===== config.mk =====
export PLATFORM = sky130hd
export DESIGN_NAME = command_frame_checker_core
export DESIGN_NICKNAME = d
export VERILOG_FILES = /design/src/rtl/cfc_pkg.sv /design/src/rtl/cfc_front.sv /design/src/rtl/cfc_queue.sv /design/src/rtl/cfc_back.sv /design/src/rtl/command_frame_checker_core.sv
export SDC_FILE = /design/constraint.sdc
export NUM_CORES = 1
export LEC_CHECK = 0
export ABC_AREA = 1
export BUFFER_PORTS_ARGS = -buffer_cell sky130_fd_sc_hd__buf_2
export CORE_AREA = 4 4 156 158
export CTS_CLUSTER_DIAMETER = 80
export DETAILED_ROUTE_END_ITERATION = 8
export DIE_AREA = 0 0 160 162
export GPL_TIMING_DRIVEN = 0
export PLACE_DENSITY = 0.57
export SLEW_MARGIN = 20
export SYNTH_ARGS = -nofsm -noshare
export SYNTH_HDL_FRONTEND = slang
export SYNTH_SLANG_ARGS = --single-unit

===== constraint.sdc =====
create_clock -name clk -period 3.79 [get_ports clk]
set_input_delay 1.137 -clock clk [delete_from_list [all_inputs] [get_ports clk]]
set_output_delay 1.137 -clock clk [all_outputs]
set_load 0.005 [all_outputs]

===== src/rtl/cfc_pkg.sv =====
// cfc_pkg: shared types and constants for the command frame checker.
// Holds the frame marks, verdict codes, result kinds and the queue entry type.
// No dependencies.
`default_nettype none

package cfc_pkg;

	localparam logic [7:0] HEAD_MARK = 8'hFB;
	localparam logic [7:0] TAIL_MARK = 8'hFE;
	localparam logic [7:0] MIN_FRAME = 8'd7;
	localparam logic [7:0] POS_MAX   = 8'd255;

	// Verdict codes carried by an end-of-frame word
	typedef enum logic [2:0] {
		VERDICT_OK        = 3'd0,
		VERDICT_SHORT     = 3'd1,
		VERDICT_BAD_HEAD  = 3'd2,
		VERDICT_BAD_TAIL  = 3'd3,
		VERDICT_BAD_SUM   = 3'd4,
		VERDICT_TOO_LONG  = 3'd5
	} verdict_t;

	// Result word kinds
	localparam logic KIND_PAYLOAD = 1'b0;
	localparam logic KIND_VERDICT = 1'b1;

	// One queue entry: all results caused by one received byte
	typedef struct packed {
		logic       has_pay;
		logic [7:0] data;
		logic       has_vrd;
		verdict_t   verdict;
		logic [7:0] command;
		logic [7:0] length;
	} cfc_entry_t;

endpackage

`default_nettype wire


===== src/rtl/cfc_front.sv =====
// cfc_front: takes received bytes, tracks frame state and classifies each byte.
// Emits one queue entry per byte that yields a payload word and/or a verdict.
// Depends on cfc_pkg.
`default_nettype none

module cfc_front (
	input  wire              clk,
	input  wire              arst_n,
	input  wire              in_valid,
	input  wire [7:0]        rx_byte,
	input  wire              frame_end,
	output logic             ent_push,
	output cfc_pkg::cfc_entry_t ent
);
	import cfc_pkg::*;

	logic [7:0] pos_q;
	logic       too_long_q;
	logic [7:0] sum_q;
	logic [7:0] prev0_q;
	logic [7:0] prev1_q;
	logic       head_good_q;
	logic [7:0] cmd_q;
	logic [7:0] len_q;

	logic       too_long;
	logic       head_good;
	logic [7:0] cmd_next;
	logic [7:0] len_next;
	logic [7:0] sum_next;
	logic       pay;
	verdict_t   vrd;

	// Classify the byte against the current frame state
	always_comb begin
		too_long  = too_long_q || (pos_q == POS_MAX);
		head_good = head_good_q && !((pos_q < 8'd2) && (rx_byte != HEAD_MARK));
		cmd_next  = (pos_q == 8'd2) ? rx_byte : cmd_q;
		len_next  = (pos_q == 8'd3) ? rx_byte : len_q;
		sum_next  = (pos_q >= 8'd2) ? sum_q + prev1_q : sum_q;
		pay       = !too_long && (pos_q >= 8'd4) &&
			({1'b0, pos_q} < (9'd4 + {1'b0, len_q}));
		if (too_long) begin
			vrd = VERDICT_TOO_LONG;
		end else if (pos_q < MIN_FRAME - 8'd1) begin
			vrd = VERDICT_SHORT;
		end else if (!head_good) begin
			vrd = VERDICT_BAD_HEAD;
		end else if ((rx_byte != TAIL_MARK) || (prev0_q != TAIL_MARK)) begin
			vrd = VERDICT_BAD_TAIL;
		end else if (sum_q != prev1_q) begin
			vrd = VERDICT_BAD_SUM;
		end else begin
			vrd = VERDICT_OK;
		end
	end

	// Build the entry for the queue
	always_comb begin
		ent_push    = in_valid && (pay || frame_end);
		ent.has_pay = pay;
		ent.data    = rx_byte;
		ent.has_vrd = frame_end;
		ent.verdict = vrd;
		ent.command = cmd_next;
		ent.length  = len_next;
	end

	// Advance frame state; clear it after the last byte of a buffer
	always_ff @(posedge clk or negedge arst_n) begin
		if (!arst_n) begin
			pos_q       <= '0;
			too_long_q  <= 1'b0;
			sum_q       <= '0;
			prev0_q     <= '0;
			prev1_q     <= '0;
			head_good_q <= 1'b1;
			cmd_q       <= '0;
			len_q       <= '0;
		end else if (in_valid) begin
			if (frame_end) begin
				pos_q       <= '0;
				too_long_q  <= 1'b0;
				sum_q       <= '0;
				prev0_q     <= '0;
				prev1_q     <= '0;
				head_good_q <= 1'b1;
				cmd_q       <= '0;
				len_q       <= '0;
			end else begin
				if (pos_q != POS_MAX) begin
					pos_q <= pos_q + 8'd1;
				end
				too_long_q  <= too_long;
				sum_q       <= sum_next;
				prev0_q     <= rx_byte;
				prev1_q     <= prev0_q;
				head_good_q <= head_good;
				cmd_q       <= cmd_next;
				len_q       <= len_next;
			end
		end
	end

endmodule

`default_nettype wire


===== src/rtl/cfc_queue.sv =====
// cfc_queue: short first-in first-out queue of classified entries.
// Decouples the byte front end from the result back end.
// Depends on cfc_pkg.
`default_nettype none

module cfc_queue #(
	parameter int DEPTH = 4
) (
	input  wire                 clk,
	input  wire                 arst_n,
	input  wire                 wr_en,
	input  wire cfc_pkg::cfc_entry_t wr_ent,
	input  wire                 rd_en,
	output cfc_pkg::cfc_entry_t rd_ent,
	output logic                q_full,
	output logic                q_empty
);
	import cfc_pkg::*;

	localparam int PW = (DEPTH > 1) ? $clog2(DEPTH) : 1;
	localparam int CW = $clog2(DEPTH + 1);
	localparam logic [PW-1:0] LAST_IDX = PW'(DEPTH - 1);
	localparam logic [CW-1:0] FULL_CNT = CW'(DEPTH);

	cfc_entry_t    mem_q [DEPTH];
	logic [PW-1:0] wr_ptr_q;
	logic [PW-1:0] rd_ptr_q;
	logic [CW-1:0] count_q;
	logic          do_wr;
	logic          do_rd;

	assign q_full  = (count_q == FULL_CNT);
	assign q_empty = (count_q == '0);
	assign do_wr   = wr_en && !q_full;
	assign do_rd   = rd_en && !q_empty;
	assign rd_ent  = mem_q[rd_ptr_q];

	// Store the incoming entry
	always_ff @(posedge clk) begin
		if (do_wr) begin
			mem_q[wr_ptr_q] <= wr_ent;
		end
	end

	// Advance pointers and count
	always_ff @(posedge clk or negedge arst_n) begin
		if (!arst_n) begin
			wr_ptr_q <= '0;
			rd_ptr_q <= '0;
			count_q  <= '0;
		end else begin
			if (do_wr) begin
				wr_ptr_q <= (wr_ptr_q == LAST_IDX) ? '0 : wr_ptr_q + PW'(1);
			end
			if (do_rd) begin
				rd_ptr_q <= (rd_ptr_q == LAST_IDX) ? '0 : rd_ptr_q + PW'(1);
			end
			if (do_wr && !do_rd) begin
				count_q <= count_q + CW'(1);
			end else if (do_rd && !do_wr) begin
				count_q <= count_q - CW'(1);
			end
		end
	end

endmodule

`default_nettype wire


===== src/rtl/cfc_back.sv =====
// cfc_back: splits each queue entry into result words and hands them out.
// A payload word goes first, then the verdict word of the same byte.
// Depends on cfc_pkg.
`default_nettype none

module cfc_back (
	input  wire                 clk,
	input  wire                 arst_n,
	input  wire cfc_pkg::cfc_entry_t head,
	input  wire                 head_valid,
	output logic                head_done,
	input  wire                 pop,
	output logic                item_kind,
	output logic [7:0]          data_byte,
	output logic [2:0]          verdict,
	output logic [7:0]          command,
	output logic [7:0]          payload_len,
	output logic                last
);
	import cfc_pkg::*;

	logic pay_sent_q;
	logic show_pay;
	logic take;

	// Select the word to present from the head entry
	always_comb begin
		show_pay    = head.has_pay && !pay_sent_q;
		item_kind   = show_pay ? KIND_PAYLOAD : KIND_VERDICT;
		data_byte   = show_pay ? head.data : 8'd0;
		verdict     = show_pay ? VERDICT_OK : head.verdict;
		command     = head.command;
		payload_len = head.length;
		last        = show_pay ? !head.has_vrd : 1'b1;
		take        = pop && head_valid;
		head_done   = take && last;
	end

	// Remember that the payload word of a two-word entry has gone
	always_ff @(posedge clk or negedge arst_n) begin
		if (!arst_n) begin
			pay_sent_q <= 1'b0;
		end else if (take) begin
			pay_sent_q <= !last;
		end
	end

endmodule

`default_nettype wire


===== src/rtl/command_frame_checker_core.sv =====
// command_frame_checker_core: frame checker for received command buffers.
// Instantiates cfc_front, cfc_queue and cfc_back; depends on cfc_pkg.
//
// Usage:
//   Input channel: drive rx_byte and frame_end and raise push; a byte is
//   taken at a rising edge with push high and full low. frame_end marks the
//   last byte of a buffer (layout FB FB, command, length, payload, sum, FE FE).
//   Result channel: while empty is low the oldest result word is on
//   item_kind, data_byte, verdict, command, payload_len and last; it is taken
//   at a rising edge with pop high. Payload bytes come out as kind 0 words,
//   and each buffer ends with one kind 1 word carrying the verdict.
//   A result word is registered in the entry queue when its byte is taken.
//   Throughput: one byte per cycle while full is low; a byte that yields both
//   a payload word and a verdict gives two words; the result side sets the pace.
//   The entry queue holds QUEUE_DEPTH bytes' worth of results; when the
//   receiver stalls it fills and full rises, holding off further bytes.
//   Reset (arst_n low) empties the queue and clears the frame state.
`default_nettype none

module command_frame_checker_core #(
	parameter int QUEUE_DEPTH = 4
) (
	input  wire        clk,
	input  wire        arst_n,
	input  wire        push,
	output logic       full,
	input  wire [7:0]  rx_byte,
	input  wire        frame_end,
	output logic       empty,
	input  wire        pop,
	output logic       item_kind,
	output logic [7:0] data_byte,
	output logic [2:0] verdict,
	output logic [7:0] command,
	output logic [7:0] payload_len,
	output logic       last
);
	import cfc_pkg::*;

	cfc_entry_t fe_ent;
	cfc_entry_t hd_ent;
	logic       fe_push;
	logic       accept;
	logic       hd_done;

	assign accept = push && !full;

	cfc_front u_front (
		.clk       (clk),
		.arst_n    (arst_n),
		.in_valid  (accept),
		.rx_byte   (rx_byte),
		.frame_end (frame_end),
		.ent_push  (fe_push),
		.ent       (fe_ent)
	);

	cfc_queue #(
		.DEPTH (QUEUE_DEPTH)
	) u_queue (
		.clk     (clk),
		.arst_n  (arst_n),
		.wr_en   (fe_push),
		.wr_ent  (fe_ent),
		.rd_en   (hd_done),
		.rd_ent  (hd_ent),
		.q_full  (full),
		.q_empty (empty)
	);

	cfc_back u_back (
		.clk         (clk),
		.arst_n      (arst_n),
		.head        (hd_ent),
		.head_valid  (!empty),
		.head_done   (hd_done),
		.pop         (pop),
		.item_kind   (item_kind),
		.data_byte   (data_byte),
		.verdict     (verdict),
		.command     (command),
		.payload_len (payload_len),
		.last        (last)
	);

	// A verdict word always closes the results of its byte
	a_verdict_last: assert property (@(posedge clk) disable iff (!arst_n)
		(!empty && (item_kind == KIND_VERDICT)) |-> last)
		else $error("verdict word without last");

	// Payload words carry no verdict code
	a_payload_code: assert property (@(posedge clk) disable iff (!arst_n)
		(!empty && (item_kind == KIND_PAYLOAD)) |-> (verdict == VERDICT_OK))
		else $error("payload word with verdict code");

	// After the first word of a two-word entry its verdict word follows
	a_second_word: assert property (@(posedge clk) disable iff (!arst_n)
		(!empty && pop && !last) |=> (!empty && (item_kind == KIND_VERDICT)))
		else $error("verdict word lost after payload word");

	// The queue cannot be full and empty at once
	a_full_empty: assert property (@(posedge clk) disable iff (!arst_n)
		!(full && empty))
		else $error("queue full and empty together");

endmodule

`default_nettype wire


# Word-level counts from Yosys, hierarchy flattened
# Memories as Yosys holds them, arrays and structs flattened.
# Cells that the tools add are included.
# classes
n_addsub	7
magnitude_cmp	5
eq_ne	11
n_mux	27
n_reduce_logical	31
# ops
operator	n
$mux 8	11
$ne 8x8->1 const B	4
$mux 3	8
$eq 8x2->1 const B	2
$logic_and 1x1->1	13
$add 3x8->9 const A	1
$logic_not 1->1	9
$lt 8x9->1	1
$add 8x1->8 const B	1
$add 8x8->8	1
$eq 8x8->1 const B	1
$ge 8x2->1 const B	1
$ge 8x3->1 const B	1
$lt 8x2->1 const B	1
$lt 8x3->1 const B	1
$ne 8x8->1	1
$mux 1	6
$reduce_bool 2->1	3
$add 2x1->2 const B	2
$eq 2x2->1 const B	2
$mux 2	2
$reduce_and 2->1	2
$add 3x1->3 const B	1
$eq 3x3->1 const B	1
3 further kinds	5
# totals
register_bits	58
ramBits	116
input_bits	13
word_cells	94
n_memories	1
# mem_list
name	depth	word_bits	rd	rd_ports_with_merged_regs	wr	line_no	source
u_queue.mem_q	4	29	1	0	1	cfc_queue.sv:25	cfc_entry_t mem_q [DEPTH];

# Logic depth before layout (Yosys ltp)
# logic_depth
ltp_word	12
ltp_mapped	20

# Cells and area by module
# Synthesis repeated with hierarchy kept, for this count alone.
# unflattened
cells_unflattened	850
area_unflattened_um2	8555.7
# modules_own_cells
module	n_inst	cells_each	area_each_um2	seq_area_each_um2
cfc_queue	1	399	5144.9	3658.5
cfc_front	1	398	3119.2	1252.5
cfc_back	1	50	277.8	25.0
command_frame_checker_core	1	3	13.8	0.0

# Worst setup path before layout
# Ideal clock, no wire load.
# synth_timing
kind	input port to flip-flop
from	in frame_end
to	mem u_queue.mem_q[3][0] (netlist bit) (enable)
arrival_time_ns	3.069
required_time_ns	3.375
setup_slack_ns	0.306
stages	5
path_cell_list	clkbuf_1 inv_1 nand2_4 nand2_4 nor2_1
# synth_between
elab_chain_cells	5
# synth_rtl
item	line_no	source
start, declared	command_frame_checker_core.sv:28	input wire frame_end,
$logic_or 1x1->1	cfc_front.sv:60	ent_push = in_valid && (pay || frame_end);
$logic_and 1x1->1	cfc_front.sv:60	
$logic_and 1x1->1	cfc_queue.sv:34	assign do_wr = wr_en && !q_full;
$mux 1	cfc_queue.sv:40	if (do_wr) begin
$mux 1 (not written as such)	cfc_queue.sv:41	mem_q[wr_ptr_q] <= wr_ent;
end, declared	cfc_queue.sv:25	
# Every way passes these cells.

# Worst setup path after layout
# layout_timing
from	reg u_queue.rd_ptr_q[0]
to	out command[0]
# layout_between
elab_chain_cells	1
# layout_rtl
item	line_no	source
start, declared	cfc_queue.sv:27	logic [PW-1:0] rd_ptr_q;
start signal, assigned	cfc_queue.sv:56	rd_ptr_q <= (rd_ptr_q == LAST_IDX) ? '0 : rd_ptr_q + PW'(1);
$mem_v2 4x29	-	
end, declared	command_frame_checker_core.sv:34	output logic [7:0] command,
# Every way passes these cells.

==> results by group <==
Drt
  – Routed WL per cell: between 15 and 20 um
  – Routed Antenna Nets: 0
  – DRT Pass-1 Iters: 5
  – Residual DRC: 0
  – Vias per std cell: around 4.9
  – Final wirelength: between 15,000 and 20,000 um
  – Vias: between 5,000 and 6,000
  – Iteration-0 DRC Markers: ~320

Die
  – Initial Util: 0.343
  – Die W: roughly 160 um
  – Die area: between 20,000 and 30,000 um2
  – I/O pin cnt: 44
  – Std-Cell Rows: 56
  – Core area: approximately 23,000 um2
  – Die Y: between 150 and 200 um

Min path
  – Worst Hold Class: flop to flop
  – WHS Path Cells: 2

Global routing
  – Vias in the first global route: 5,536
  – GR Overflow Total: 0
  – First-pass GRT wire length: 30,600 um
  – Initial antenna violation count: 1
  – Largest net degree at the start of global routing: 45
  – Tot GR Track Use: 0.152

Setup path
  – CP Class: flop to output port
  – Slowest-stage cell, CP: clkbuf_1
  – Endpoint class of the critical path: output port
  – Max incr delay on CP: between 600 and 700 ps
  – WP data arrival: roughly 2500 ps
  – CP top delay family: buffers and inverters
  – Critical path required time: approximately 2700 ps
  – Critical Path Stages: 6
  – Register-to-Register Path Depth: 16
  – CP Cell Sequence: inv_2 > buf_2 > clkbuf_1 > nor2_1 > o22ai_1 > buf_2
  – Buf/Inv on CP: 4
  – Startpoint Class: flop
  – Critical-path maximum fanout: 10
  – Most frequent CP cell: buf_2

Layout
  – Ant. Diodes: 0
  – Core Util, Final: 0.400
  – Layout cells sized above 1: 0.168
  – Filler cells: approximately 2,200
  – Fin nets: roughly 850
  – Synth-to-Final Area Change: 16.7%

Run
  – Max_cap viols: 0

Placement
  – I/O Buffers: 43
  – Post-DP HPWL: roughly 13,000 um
  – Gp weighted congestion: between 0.8 and 0.9

STA
  – Final setup violation count: 0
  – Final Cycle Share: 0.955
  – Hold Fails Final Rpt: 0
  – RSZ-0062 raised after global routing: no
  – Clock period minus worst slack: ~3600 ps
  – Headroom to the max-slew limit: 0.461
  – Max Fclk: 0.276 GHz
  – Worst Tran Pin Value: around 800 ps
  – Clock Skew: approximately 8.5 ps
  – Slew Viols, Final: 0

CTS
  – Cts bufs inserted: 17
  – CTS Root Cell: clkbuf_16
  – Clock Latency Late Sink: between 400 and 500 ps
  – Clock slew at reported path FFs: roughly 70 ps
  – H-tree Lvls: 4
  – Hold buffers post-CTS: 0
  – Post-CTS setup buffer count: 0
  – Clk sinks: 174
  – Clk buf depth: 2
  – CTS tree: done
  – Post_cts resized: 0

Synth
  – Syn Inst Count: ~740
  – Post-synth cell types: 42
  – Mean Syn Cell Area: roughly 11 um2
  – Seq cells post-synth: between 150 and 200
  – Register area share after synthesis: 0.623
  – Synthesized net count: between 700 and 800
  – Mapped Area: around 7900 um2
  – Syn. warnings: 0

Pwr
  – Sequential share of power: 0.393
  – Sw frac: 0.369
  – Leakage: just under 4 nW
  – Peak supply drop: about 0.26 mV
  – NetSw: 2.50 mW
  – PwrDens: about 730 nW/um2
  – P_int: 4.29 mW
  – Clock power frac: 0.255
  – Comb power frac: 0.352
  – Power, Total: around 6.8 mW

Outcome
  – Status: complete, no violations
[logic make-up after synthesis]
family | count (synthesis) | share of synthesized area
and+or+nand+nor | 236 | 0.133
xor gates and xnor gates | 11 | 0.0122
AOI/OAI and AO/OA | 172 | 0.127
buffers and inverters | 124 | 0.0626
muxes | 1 | 0.00142
adders and majority gates | 25 | 0.0414
DFF | 174 | 0.623
[sequential cells by signal, summed over array words and instances, names as in the netlist]
name / cells
u_queue.mem_q: 116
u_front.cmd_q: 8
u_front.len_q: 8
u_front.pos_q: 8
u_front.prev0_q: 8
u_front.prev1_q: 8
u_front.sum_q: 8
u_queue.count_q: 3
u_queue.rd_ptr_q: 2
u_queue.wr_ptr_q: 2
u_back.pay_sent_q: 1
u_front.head_good_q: 1
u_front.too_long_q: 1
[power groups by stage]
stage                     sequential (mW)  combinational, mW  clock (mW)
after floorplan                      2.67               1.50           0
after global placement               2.72               2.32           0
after detailed placement             2.71               2.42           0
after CTS                            2.67               2.44        1.76
after global routing                 2.71               2.71        1.84
final                                2.67               2.39        1.73
[worst register-to-register path, delay by kind of cell, from the launching register on]
family                     cells  cell delay [ps]
adders and majority gates      3              790
and+or+nand+nor                7              880
buffers and inverters          2              140
DFF                            1              470
xor gates and xnor gates       2              410
AOI/OAI and AO/OA              2              250
[layout by cell type, fill, tap and decap left out, types with 2 or more instances in the layout]
| cell type | synthesis | layout |
|---|---|---|
| a21oi_1 | 19 | 19 |
| a22o_1 | 2 | 2 |
| buf_16 | 0 | 4 |
| buf_2 | 10 | 52 |
| buf_4 | 2 | 3 |
| bufinv_16 | 0 | 2 |
| clkbuf_1 | 16 | 15 |
| clkbuf_16 | 0 | 17 |
| clkinv_1 | 0 | 2 |
| clkinv_4 | 0 | 4 |
| dfrtp_1 | 57 | 57 |
| edfxtp_1 | 116 | 116 |
| fa_1 | 2 | 2 |
| ha_1 | 23 | 23 |
| inv_1 | 88 | 88 |
| inv_2 | 6 | 6 |
| inv_6 | 0 | 5 |
| nand2_1 | 88 | 88 |
| nand2_2 | 3 | 3 |
| nand2_4 | 2 | 2 |
| nand3_1 | 20 | 20 |
| nand3_4 | 2 | 2 |
| nand4_1 | 10 | 10 |
| nor2_1 | 92 | 88 |
| nor2_2 | 3 | 3 |
| nor2_4 | 1 | 5 |
| nor3_1 | 4 | 4 |
| nor4_1 | 4 | 4 |
| o21ai_0 | 85 | 85 |
| o21ai_1 | 4 | 4 |
| o21ai_2 | 16 | 16 |
| o22ai_1 | 38 | 38 |
| o31ai_1 | 4 | 4 |
| or2_2 | 3 | 3 |
| xnor2_1 | 3 | 3 |
| xor2_1 | 8 | 8 |
[synth_stat cells, drive strengths merged]
cell type / n / area, um2
clkbuf: 16 / 60.1
nand2: 93 / 372
o21a: 1 / 7.51
o22ai: 38 / 238
dfstp: 1 / 26.3
ha: 23 / 288
nor3: 5 / 36.3
mux2: 1 / 11.3
xnor2: 3 / 26.3
nor4: 4 / 25.0
edfxtp: 116 / 3480
nor2: 96 / 375
a21oi: 19 / 95.1
fa: 2 / 40.0
a22o: 2 / 17.5
xor2: 8 / 70.1
buf: 13 / 76.3
or2: 4 / 25.0
nand3: 22 / 135
and2: 1 / 6.26
a22oi: 1 / 7.51
o21ai: 106 / 602
o31ai: 4 / 30.0
a31oi: 1 / 6.26
inv: 95 / 359
dfrtp: 57 / 1430
nand4: 11 / 75.1
[per-layer routing]
metal	routed length, um	up-vias	global-route usage
met3	728	30	0.0289
met1	8700	2638	0.196
met4	386	2	0.0520
met5	7	-	0
met2	9200	103	0.258
li1	-	2703	-
[final timing paths]
path	slack, ps	to	startpoint
worst max register to register	730	u_queue.count_q[2]$_DFFE_PN0P_	u_front.len_q[2]$_DFFE_PN0P_
worst min-delay path	490	u_front.sum_q[5]$_DFFE_PN0P_	u_front.sum_q[5]$_DFFE_PN0P_
worst max-delay path	170	command[0]	u_queue.rd_ptr_q[0]$_DFFE_PN0P_
min in group asynchronous	570	u_front.pos_q[2]$_DFFE_PN0P_	arst_n
max in group asynchronous	2660	u_front.head_good_q$_DFFE_PN1P_	arst_n
worst min register to register	490	u_front.sum_q[5]$_DFFE_PN0P_	u_front.sum_q[5]$_DFFE_PN0P_
[metrics by stage]
step                cell area (um2)  TNS, ps  instances  hold WS (ps)  worst slack, ps
global route                   9250        0       1113           520             47.2
floorplan                      7920        0        743           453              306
CTS                            9250        0       1113           493             23.7
global placement               8500  -155230       1076           472            -1420
detailed placement             8660        0       1081           476              172
finish                         9250        0       1113           490              170
[cell type report]
cell class	count	area [um2]	area share
Multi-Input combinational cell	445	2520	0.272
Tap cell	290	363	0.0392
Timing Repair Buffer	48	348	0.0376
Inverter	95	359	0.0388
Clock buffer	17	425	0.0460
Clock inverter	15	159	0.0172
Buffer	29	138	0.0149
Sequential cell	174	4940	0.534
No activity file was read; power rests on OpenSTA's default activity.
